### config.mk
export PLATFORM = sky130hd
export DESIGN_NAME = prime_factorizer_flat
export DESIGN_NICKNAME = d
export VERILOG_FILES = /design/src/rtl/pf_pkg.sv /design/src/rtl/pf_if.sv /design/src/rtl/prime_factorizer.sv /design/src/flat_wrapper.sv
export VERILOG_INCLUDE_DIRS = /design/src /design/src/rtl
export SDC_FILE = /design/constraint.sdc
export NUM_CORES = 1
export LEC_CHECK = 0
export CAP_MARGIN = 0
export CORE_UTILIZATION = 40
export DETAILED_ROUTE_END_ITERATION = 16
export DONT_BUFFER_PORTS = 1
export PLACE_DENSITY = 0.53
export SYNTH_ARGS = -nofsm -noshare
export SYNTH_HDL_FRONTEND = slang
export SYNTH_SLANG_ARGS = --single-unit
### constraint.sdc
create_clock -name i_clk -period 9.1 [get_ports i_clk]
set_input_delay 0.91 -clock i_clk [delete_from_list [all_inputs] [get_ports i_clk]]
set_output_delay 0.91 -clock i_clk [all_outputs]
set_load 0.01 [all_outputs]
### src/rtl/prime_factorizer_macros.svh
// Assertion macros used by the prime factorizer RTL.
`ifndef PRIME_FACTORIZER_MACROS_SVH
`define PRIME_FACTORIZER_MACROS_SVH

`ifndef SYNTH
// Same-cycle implication, disabled while reset is asserted.
`define PF_ASSERT_IMP(label, clk, rst_n, ante, cons, msg) \
    label: assert property (@(posedge clk) disable iff (!(rst_n)) (ante) |-> (cons)) \
        else $error(msg);
// Next-cycle implication, disabled while reset is asserted.
`define PF_ASSERT_NEXT(label, clk, rst_n, ante, cons, msg) \
    label: assert property (@(posedge clk) disable iff (!(rst_n)) (ante) |=> (cons)) \
        else $error(msg);
`else
`define PF_ASSERT_IMP(label, clk, rst_n, ante, cons, msg)
`define PF_ASSERT_NEXT(label, clk, rst_n, ante, cons, msg)
`endif

`endif

### src/rtl/pf_pkg.sv
// Shared widths and types of the prime factorizer.
package pf_pkg;
    localparam int NUMBER_WIDTH = 14;
    localparam int CNT_W        = (NUMBER_WIDTH > 2) ? $clog2(NUMBER_WIDTH) : 1;

    typedef logic [NUMBER_WIDTH-1:0] t_num;
    typedef logic [CNT_W-1:0]        t_cnt;
endpackage

### src/rtl/pf_if.sv
// Valid/ready channel interfaces for the number input and the factor output.
interface pf_num_if;
    import pf_pkg::*;
    logic valid;
    logic ready;
    t_num number;

    modport source (output valid, output number, input ready);
    modport sink   (input valid, input number, output ready);
endinterface

interface pf_fac_if;
    import pf_pkg::*;
    logic valid;
    logic ready;
    t_num factor;
    logic last;

    modport source (output valid, output factor, output last, input ready);
    modport sink   (input valid, input factor, input last, output ready);
endinterface

### src/rtl/prime_factorizer.sv
// Prime factorizer top level: trial division with a bit-serial restoring divider.
// Usage:
//   i_num (valid/ready) takes one unsigned number per transfer. o_fac (valid/ready)
//   returns its prime factors in ascending order, one per transfer, repeated per
//   multiplicity, with last set on the final one. An input of 0 or 1 returns a
//   single factor of 0 with last set.
// Timing:
//   Each trial division shifts the dividend through the divider one bit per
//   cycle. Trials stop once the divisor exceeds the quotient, so an input needs
//   at most about sqrt(number) trials plus one per factor found.
//   One number is worked on at a time; i_num.ready is high only when idle. The
//   next number can be taken while the final factor still waits in the output
//   register.
// Reset:
//   Synchronous, active low; the block returns to idle and drops o_fac.valid.
// Stall:
//   If o_fac.ready is low the factor holds in the output register; the search
//   goes on and pauses only at its next factor, until that transfer completes.
module prime_factorizer (
    input  logic     i_clk,
    input  logic     i_rst_n,
    pf_num_if.sink   i_num,
    pf_fac_if.source o_fac
);
    import pf_pkg::*;
    `include "prime_factorizer_macros.svh"

    typedef enum logic [3:0] {
        S_IDLE  = 4'b0001,
        S_START = 4'b0010,
        S_DIV   = 4'b0100,
        S_EVAL  = 4'b1000
    } t_state;

    t_state r_state, n_state;
    t_num   r_rem,   n_rem;     // value still to factor
    t_num   r_div,   n_div;     // trial divisor
    t_num   r_acc,   n_acc;     // partial remainder
    t_num   r_sh,    n_sh;      // dividend in, quotient out
    t_cnt   r_cnt,   n_cnt;
    logic   r_ovalid, n_ovalid;
    t_num   r_ofactor, n_ofactor;
    logic   r_olast,  n_olast;

    logic                  w_ofree;
    logic [NUMBER_WIDTH:0] w_trial;
    logic [NUMBER_WIDTH:0] w_diff;
    logic                  w_qbit;

    assign w_ofree = !r_ovalid || o_fac.ready;
    assign w_trial = {r_acc, r_sh[NUMBER_WIDTH-1]};
    assign w_diff  = w_trial - {1'b0, r_div};
    assign w_qbit  = !w_diff[NUMBER_WIDTH];

    assign i_num.ready  = (r_state == S_IDLE);
    assign o_fac.valid  = r_ovalid;
    assign o_fac.factor = r_ofactor;
    assign o_fac.last   = r_olast;

    always_comb begin
        n_state   = r_state;
        n_rem     = r_rem;
        n_div     = r_div;
        n_acc     = r_acc;
        n_sh      = r_sh;
        n_cnt     = r_cnt;
        n_ovalid  = r_ovalid;
        n_ofactor = r_ofactor;
        n_olast   = r_olast;

        if (o_fac.ready) begin
            n_ovalid = 1'b0;
        end

        case (r_state)
            S_IDLE: begin
                if (i_num.valid) begin
                    n_rem   = i_num.number;
                    n_div   = t_num'(2);
                    n_state = S_START;
                end
            end
            S_START: begin
                if (r_rem <= t_num'(1)) begin
                    if (w_ofree) begin
                        n_ovalid  = 1'b1;
                        n_ofactor = '0;
                        n_olast   = 1'b1;
                        n_rem     = t_num'(1);
                        n_state   = S_IDLE;
                    end
                end else begin
                    n_acc   = '0;
                    n_sh    = r_rem;
                    n_cnt   = t_cnt'(NUMBER_WIDTH - 1);
                    n_state = S_DIV;
                end
            end
            S_DIV: begin
                n_acc = w_qbit ? w_diff[NUMBER_WIDTH-1:0] : w_trial[NUMBER_WIDTH-1:0];
                n_sh  = {r_sh[NUMBER_WIDTH-2:0], w_qbit};
                if (r_cnt == '0) begin
                    n_state = S_EVAL;
                end else begin
                    n_cnt = r_cnt - t_cnt'(1);
                end
            end
            S_EVAL: begin
                // divisor above quotient means divisor squared exceeds the value
                if (r_div > r_sh) begin
                    if (w_ofree) begin
                        n_ovalid  = 1'b1;
                        n_ofactor = r_rem;
                        n_olast   = 1'b1;
                        n_div     = r_rem;
                        n_rem     = t_num'(1);
                        n_state   = S_IDLE;
                    end
                end else if (r_acc == '0) begin
                    if (w_ofree) begin
                        n_ovalid  = 1'b1;
                        n_ofactor = r_div;
                        n_olast   = (r_sh == t_num'(1));
                        n_rem     = r_sh;
                        if (r_sh == t_num'(1)) begin
                            n_state = S_IDLE;
                        end else begin
                            n_acc   = '0;
                            n_cnt   = t_cnt'(NUMBER_WIDTH - 1);
                            n_state = S_DIV;
                        end
                    end
                end else begin
                    n_div   = r_div + t_num'(1);
                    n_acc   = '0;
                    n_sh    = r_rem;
                    n_cnt   = t_cnt'(NUMBER_WIDTH - 1);
                    n_state = S_DIV;
                end
            end
            default: begin
                n_state = S_IDLE;
            end
        endcase
    end

    always_ff @(posedge i_clk) begin
        if (!i_rst_n) begin
            r_state  <= S_IDLE;
            r_ovalid <= 1'b0;
        end else begin
            r_state  <= n_state;
            r_ovalid <= n_ovalid;
        end
    end

    always_ff @(posedge i_clk) begin
        r_rem     <= n_rem;
        r_div     <= n_div;
        r_acc     <= n_acc;
        r_sh      <= n_sh;
        r_cnt     <= n_cnt;
        r_ofactor <= n_ofactor;
        r_olast   <= n_olast;
    end

    `PF_ASSERT_NEXT(a_accept_starts, i_clk, i_rst_n,
        i_num.valid && i_num.ready, r_state == S_START,
        "accepted number did not start a search")
    `PF_ASSERT_IMP(a_rem_below_div, i_clk, i_rst_n,
        r_state == S_EVAL, r_acc < r_div,
        "division remainder not below divisor")
    `PF_ASSERT_IMP(a_div_operands, i_clk, i_rst_n,
        r_state == S_DIV, (r_div >= t_num'(2)) && (r_rem >= t_num'(2)),
        "division with divisor or value below two")
    `PF_ASSERT_IMP(a_zero_is_last, i_clk, i_rst_n,
        r_ovalid && (r_ofactor == '0), r_olast,
        "zero factor without last mark")

endmodule

### src/flat_wrapper.sv
// flat-port wrapper written by rule: the top's interface ports become plain ports
module prime_factorizer_flat import pf_pkg::*;
  (i_clk, i_rst_n, i_num_valid, i_num_number, i_num_ready, o_fac_valid, o_fac_factor, o_fac_last, o_fac_ready);
  pf_num_if i_num_i ();
  pf_fac_if o_fac_i ();
  input  logic i_clk;
  input  logic i_rst_n;
  input wire logic [$bits(i_num_i.valid)-1:0] i_num_valid;
  input wire logic [$bits(i_num_i.number)-1:0] i_num_number;
  output wire logic [$bits(i_num_i.ready)-1:0] i_num_ready;
  output wire logic [$bits(o_fac_i.valid)-1:0] o_fac_valid;
  output wire logic [$bits(o_fac_i.factor)-1:0] o_fac_factor;
  output wire logic [$bits(o_fac_i.last)-1:0] o_fac_last;
  input wire logic [$bits(o_fac_i.ready)-1:0] o_fac_ready;
  assign i_num_i.valid = i_num_valid;
  assign i_num_i.number = i_num_number;
  assign i_num_ready = i_num_i.ready;
  assign o_fac_valid = o_fac_i.valid;
  assign o_fac_factor = o_fac_i.factor;
  assign o_fac_last = o_fac_i.last;
  assign o_fac_i.ready = o_fac_ready;
  prime_factorizer u_core (.i_clk(i_clk), .i_rst_n(i_rst_n), .i_num(i_num_i), .o_fac(o_fac_i));
endmodule
# Word level (Yosys, flattened, before mapping)
# Index checks and enable logic that the tools add are counted.
[totals]
regBits = 80
inputBits = 18
output_inout_bits = 17
word_cells = 109
[classes]
addsub = 3
n_lt_le_gt_ge = 2
n_eq_ne = 21
mux = 57
n_reduce_logical = 17
[ops]
columns = ["cell", "n"]
rows = [
  ["$mux 14", 24],
  ["$pmux 14 s3", 3],
  ["$pmux 14 s2", 2],
  ["$mux 4", 13],
  ["$pmux 4 s4", 1],
  ["$reduce_and 5->1", 3],
  ["$sub 15x14->15", 1],
  ["$add 14x1->14 const B", 1],
  ["$eq 14x1->1 const B", 1],
  ["$gt 14x14->1", 1],
  ["$le 14x1->1 const B", 1],
  ["$logic_not 14->1", 1],
  ["$pmux 4 s3", 1],
  ["$reduce_and 4->1", 3],
  ["$mux 1", 10],
  ["$ne 2x2->1 const B", 5],
  ["$ne 3x2->1 const B", 3],
  ["$ne 2x1->1 const B", 4],
  ["$ne 3x1->1 const B", 2],
  ["$reduce_and 6->1", 1],
  ["$reduce_bool 3->1", 2],
  ["$eq 4x1->1 const B", 1],
  ["$eq 4x2->1 const B", 1],
  ["$eq 4x3->1 const B", 1],
  ["other kinds (11)", 14],
]

# Depth between registers and ports, before layout
# Gate-level depths: netlist of run 1.
[depth]
word_depth = 6
depth_mapped = 10
mapped_depth_nobuf = 9

# Worst setup path before layout of run 1
# Ideal clock, no wire load.
[synth_path]
path_type = "reg-to-reg"
startpoint = "reg u_core.r_div[12]"
endpoint = "reg u_core.r_div[0], enable pin"
setup_ns = 0.404
arrival_time_ns = 2.987
required_time_ns = 8.696
setup_slack_ns = 5.709
stages_incl_launch_ff = 8
n_path_buf = 0
period_less_slack_ns = 3.391
path_cell_list = "edfxtp_1 > ha_1 > nand4_1 > or3_1 > a311oi_1 > a21oi_4 > mux2i_1 > o21ai_0"
[synth_between]
elab_chain_len = 3
word_cells_on_any_way = 4
cone_classes = "order compare: 1; eq/ne: 2; reduce/logical: 1"
[synth_rtl]
columns = ["element", "line", "rtl"]
rows = [
  ["from (decl)", "prime_factorizer.sv:37", "t_num r_div, n_div;"],
  ["from (signal assigned)", "prime_factorizer.sv:159", "r_div <= n_div;"],
  ["$gt 14x14->1 *", "prime_factorizer.sv:110", "if (r_div > r_sh) begin"],
  ["$ne 3x2->1 (no line)", "n/a", ""],
  ["$reduce_and 4->1 (no line) *", "n/a", ""],
]
# Every way passes the cells marked *; elsewhere a longest branch is shown, timed or not.
# A chain may end at the register's enable or synchronous reset.

# Worst setup path after layout of run 1
[layout_path]
startpoint = "reg u_core.r_div[11]"
endpoint = "reg u_core.r_sh[8], enable pin"
[layout_between]
elab_chain_len = 3
[layout_rtl]
columns = ["element", "line", "rtl"]
rows = [
  ["$gt 14x14->1", "prime_factorizer.sv:110", ""],
  ["$ne 2x2->1 (no line)", "n/a", ""],
  ["$reduce_and 4->1 (no line)", "n/a", ""],
  ["to (signal assigned)", "prime_factorizer.sv:161", "r_sh <= n_sh;"],
  ["to (decl)", "prime_factorizer.sv:39", "t_num r_sh, n_sh;"],
]
# No other way between the ends.

==> results.cfg, run 1 <==
[outcome]
status = complete, no violations

[worst_setup_path]
path_class = reg -> reg
critPathCaptureType = register
rrSetupSlack_ns = 5.06
r2r_cells = 7
path_max_fanout = 35
rr_endpoint = u_core.r_sh[8]$_DFFE_PP_
cp-start-kind = register
reg2reg_from = u_core.r_div[11]$_SDFFCE_PN0P_
required_ns = 9.07
arrival_ns = 4.01

[timing]
period_minus_slack_ns = 4.04
period_share = 0.444
fmax_ghz = 0.247
tns_ns = 0
skew_ns = 0.00989
grt_setup_unrepaired = false
max-slew-margin-rel = 0.236
finalSetupViolCount = 0
final_hold_viol_count = 0
drv_slew = 0
hold_ws_ns = 0.577
tightest_slew_ns = 1.14

[drt]
viasPerCell = 6.02
wl_per_cell_um = 19.7
ant_nets = 0
finalWirelength_um = 14600
vias = 4444
dr.pass1.iters = 5
drc_errors = 0
dr.first_iter.drc_count = 347

[synthesis]
synth_cell_type_count = 55
synth_edf_count = 75
synth_fa_ha_area_frac = 0.0743
yosysTopAreaCell = edfxtp_1
synth_top_family_by_area = compound AO/OA/AOI/OAI gates
synthMuxAreaShare = 0.00776
post-synth-top-area-fraction = 0.423
ys_seq_area_frac = 0.442
yosys_warnings = 0
synthesis.nets = 621
synth_compound_area_frac = 0.214
synth_ff_type = edfxtp_1
syn_inst = 572
synthTopCellsByArea = edfxtp_1 42%, ha_1 7.1%, a21oi_1 6.0%
avgSynthCellArea_sq_um = 9.31
yosys.area_share.simple = 0.177
async_reset_ff_frac = 0
synth-seq-cells = 80
syn_area_sq_mm = 0.00532
yosys.area_share.xor_xnor = 0.0329

[cts]
root_buffer = clkbuf_16
htree_levels = 3
ctsHoldBuffers = 0
clk_pin_slew_ns = 0.06
cts_setup_buffers = 0
insertion_delay_ns = 0.35
cts_tree = done
ctsResizeCount = 0
clkSinkCount = 80
ctsLongestPathBuffers = 2
numCtsBuffers = 9

[final_layout]
layout_commonest_cell = nand2_1
seq_area_sq_mm = 0.00235
final_cell_mix = 76 x nand2_1, 75 x edfxtp_1, 64 x a21oi_1, 37 x inv_1, 35 x o21ai_0
syn_to_final_growth_pct = 8.37
nFillCells = 1229
nNetsFinal = 610
multi_input_area_sq_mm = 0.00271
n_antenna_cell = 0
drive_above_1_share = 0.0565

[pwr]
leakagePower_nw = 2.16
switchingPower_uw = 565
intPower_uw = 879
p_per_area_mw_per_mm2 = 250
power_frac_seq = 0.390
power.share.clock = 0.255
combPwrFrac = 0.356
p_sw_frac = 0.391
vdd_drop_max_mv = 0.193

[global_route]
grt_max_degree = 51
grt_overflow = 0
antenna_found_initial = 0
grt_pass1_vias = 4238
track_usage = 0.222
grt_first_pass_wirelength_um = 23700

[min_path]
hold_path.startpoint = u_core.r_cnt[0]$_SDFFCE_PN1P_
hold_path.class = reg -> reg
worst_hold_path.num_cells = 1
whs_endpoint = u_core.r_cnt[0]$_SDFFCE_PN1P_

[floorplanning]
die_area_sq_mm = 0.0138
core_sq_mm = 0.0128
die_y_um = 117
rows = 41
initial_core_util = 0.417
ios = 35
chipWidth_um = 117

[run]
cap_violations = 0

[place]
place.gp.congestion = 0.883
place_hpwl_um = 10300
io_buffers = 0
## critical path, cell delays in order (launching register included)
cell and delay [ns]:
edfxtp_1 0.50, ha_1 0.35, nand4_1 0.11, or3_1 0.42, or3_4 0.37, a21oi_4 0.74
a21oi_1 0.26, nor3_2 0.90
## area by class of cell
type	count	area share
clock buffer	9	0.0390
clock inverter	7	0.0126
inverter	37	0.0241
multi-input combinational	425	0.469
sequential	80	0.408
tap	172	0.0373
timing repair buffer	8	0.0104
## cells in the mapped netlist, types with 6 or more instances
cell type and number:
clkbuf_1 20, o21a_1 7, inv_1 37, o211ai_1 7, nor3_1 11, o311ai_1 13, nor2_1 22, ha_1 30
nand2_1 76, nand4_1 19, xnor2_1 16, a21oi_1 64, o21ai_0 36, edfxtp_1 75, a22oi_1 13, or3_1 6
a21o_1 10, nor2b_1 8, nand3_1 22, nor4_1 8
## per-layer routing
| metal | vias to the layer above | routed length [um] | GRT usage | part of all wire |
|---|---|---|---|---|
| li1 | 2134 | - | - | - |
| met1 | 2149 | 6800 | 0.303 | 0.47 |
| met2 | 144 | 6720 | 0.344 | 0.46 |
| met3 | 17 | 747 | 0.0433 | 0.051 |
| met4 | 0 | 297 | 0.0860 | 0.020 |
| met5 | - | 0 | 0 | 0 |
## flip-flops by register name (all words and copies together), names as in the netlist
signal,count
u_core.o_fac.factor,14
u_core.o_fac.last,1
u_core.o_fac.valid,1
u_core.r_acc,14
u_core.r_cnt,4
u_core.r_div,14
u_core.r_rem,14
u_core.r_sh,14
u_core.r_state,4
## cell families (layout without fill, tap and decap cells)
family | after synthesis | count (layout)
and+or+nand+nor | 191 | 191
AOI/OAI and AO/OA | 179 | 179
DFF | 80 | 80
buffers and inverters | 67 | 61
adders and majority gates | 31 | 31
xor gates and xnor gates | 20 | 20
muxes | 4 | 4
## power groups by stage
stage	clock network, mW	registers [mW]	logic (mW)
global route	0.389	0.574	0.572
finish	0.368	0.563	0.514
floorplan	0	0.543	0.395
CTS	0.374	0.561	0.509
detailed placement	0	0.567	0.506
global placement	0	0.565	0.505
## through the flow
step	power, mW	std cells	instance area (sq um)	util	setup slack (ns)
6_report	1.44	738	5770	0.452	5.06
5_1_grt	1.54	738	5770	0.452	4.77
4_1_cts	1.44	738	5770	0.452	5.09
3_5_place_dp	1.07	722	5470	0.428	5.09
3_3_place_gp	1.07	722	5470	0.428	5.18
2_1_floorplan	0.937	572	5320	-	5.71
## worst max-delay path by stage
| stage | start | to | slack (ns) |
|---|---|---|---|
| after global placement | u_core.r_div[12]$_SDFFCE_PN0P_ | u_core.r_sh[10]$_DFFE_PP_ | 5.18 |
| after CTS | u_core.r_div[11]$_SDFFCE_PN0P_ | u_core.r_sh[2]$_DFFE_PP_ | 5.09 |
| after global routing | u_core.r_div[11]$_SDFFCE_PN0P_ | u_core.r_sh[2]$_DFFE_PP_ | 4.77 |
| after floorplan | u_core.r_div[12]$_SDFFCE_PN0P_ | u_core.r_div[0]$_SDFFCE_PN0P_ | 5.71 |
| final | u_core.r_div[11]$_SDFFCE_PN0P_ | u_core.r_sh[8]$_DFFE_PP_ | 5.06 |
| after detailed placement | u_core.r_div[11]$_SDFFCE_PN0P_ | u_core.r_sh[10]$_DFFE_PP_ | 5.09 |
No activity file was read; power rests on OpenSTA's default activity.
==> run 2: changes to the inputs <==
Settings changed: PLACE_DENSITY 0.53 to 0.55.
Clock period 9.1 ns to 3.6 ns, I/O delays scaled along.
==> run 2 against run 1 <==
Clock skew down 0.0027 ns. Critical path depth unchanged. First-iteration DRC count grew 7.2%. Clock power rose by 140%. Utilization up 0.33 points. Cell count up 0.95%. Global-route usage increased by 0.096 points.
==> results.cfg, run 2 (same netlist as run 1, synthesis figures left out) <==
[cts]
ctsLongestPathBuffers = 2
clkSinkCount = 80
root_buffer = clkbuf_16
insertion_delay_ns = 0.35
numCtsBuffers = 9
ctsHoldBuffers = 0
htree_levels = 3
clk_pin_slew_ns = 0.07
cts_setup_buffers = 0
ctsResizeCount = 0
cts_tree = done

[timing]
grt_setup_unrepaired = false
drv_slew = 0
fmax_ghz = 0.318
period_minus_slack_ns = 3.15
skew_ns = 0.00721
tns_ns = 0
finalSetupViolCount = 0
max-slew-margin-rel = 0.274
final_hold_viol_count = 0
tightest_slew_ns = 1.08
period_share = 0.874

[pwr]
vdd_drop_max_mv = 0.254
p_per_area_mw_per_mm2 = 628
leakagePower_nw = 2.19

[place]
place.gp.congestion = 0.840
io_buffers = 0
placed_cells = 729
place_hpwl_um = 10800

[global_route]
grt_max_degree = 42
track_usage = 0.223
antenna_found_initial = 0
grt_overflow = 0
grt_pass1_vias = 4259
grt_first_pass_wirelength_um = 23900

[final_layout]
finalNonFillerCells = 745
drive_above_1_share = 0.0681
final_cell_mix = 76 x nand2_1, 75 x edfxtp_1, 64 x a21oi_1, 37 x inv_1, 35 x o21ai_0
nFillCells = 1281
nNetsFinal = 617
n_antenna_cell = 0
syn_to_final_growth_pct = 9.17
layout_commonest_cell = nand2_1

[drt]
vias = 4461
finalWirelength_um = 14900
ant_nets = 0
wl_per_cell_um = 20.1
dr.pass1.iters = 5
viasPerCell = 5.99
drc_errors = 0
dr.first_iter.drc_count = 372

[floorplanning]
die_area_sq_mm = 0.0138
rows = 41
chipWidth_um = 117
core_sq_mm = 0.0128
initial_core_util = 0.417
ios = 35
die_y_um = 117

[min_path]
worst_hold_path.num_cells = 2
hold_path.class = in -> reg
whs_endpoint = u_core.r_state[2]$_SDFFE_PN0P_
hold_path.startpoint = i_rst_n

[worst_setup_path]
required_ns = 3.58
arrival_ns = 3.13
path_max_fanout = 14
cp-start-kind = register
rr_endpoint = u_core.r_acc[5]$_SDFFCE_PN0P_
rrSetupSlack_ns = 0.45
critPathCaptureType = register
path_class = reg -> reg
r2r_cells = 7
reg2reg_from = u_core.r_div[12]$_SDFFCE_PN0P_

[outcome]
status = complete, no violations

[run]
cap_violations = 0
==> run 2: worst max-delay path by stage <==
stage	startpoint	endpoint	cells past startpoint
global route	u_core.r_div[12]$_SDFFCE_PN0P_	u_core.r_acc[8]$_SDFFCE_PN0P_	7
CTS	u_core.r_div[12]$_SDFFCE_PN0P_	u_core.r_acc[8]$_SDFFCE_PN0P_	7
global placement	u_core.r_div[12]$_SDFFCE_PN0P_	u_core.r_acc[8]$_SDFFCE_PN0P_	7
detailed placement	u_core.r_div[12]$_SDFFCE_PN0P_	u_core.r_acc[7]$_SDFFCE_PN0P_	7
finish	u_core.r_div[12]$_SDFFCE_PN0P_	u_core.r_acc[5]$_SDFFCE_PN0P_	7
floorplan	u_core.r_div[12]$_SDFFCE_PN0P_	u_core.r_div[0]$_SDFFCE_PN0P_	7
==> run 2: final cells by class <==
cell class | count | area (sq um) | share of cell area
Clock buffer | 9 | 225 | 0.0388
Clock inverter | 7 | 55.1 | 0.00947
Inverter | 37 | 139 | 0.0239
Multi-Input combinational cell | 425 | 2700 | 0.465
Sequential cell | 80 | 2350 | 0.405
Tap cell | 172 | 215 | 0.0370
Timing Repair Buffer | 15 | 125 | 0.0215
==> run 2: layer usage <==
layer,global-route usage,wire length (um)
met5,0,0
met2,0.346,6880
met3,0.0345,841
met4,0.0747,183
met1,0.314,7040
==> run 2: metrics by stage <==
step / hold slack [ns] / power, mW / setup slack [ns] / util / instance area [sq um]
after floorplan: 0.474 / 2.37 / 0.209 / - / 5320
after global placement: 0.485 / 2.74 / 0.554 / 0.433 / 5530
after detailed placement: 0.490 / 2.77 / 0.448 / 0.433 / 5530
after CTS: 0.117 / 3.65 / 0.436 / 0.455 / 5810
after global routing: 0.138 / 3.87 / 0.258 / 0.455 / 5810
final: 0.130 / 3.65 / 0.452 / 0.455 / 5810
==> run 2: power breakdown <==
part           total [mW]  internal, mW  switching [mW]
logic                1.35         0.483           0.862
clock network       0.879         0.473           0.406
registers            1.43          1.23           0.196
==> run 2: worst max-delay path, stage by stage (launching register included) <==
cell	delay (ns)
edfxtp_1	0.47
ha_1	0.36
nand4_1	0.12
or3_1	0.44
or3_4	0.38
a211oi_1	0.31
o21ai_0	0.20
inv_1	0.50
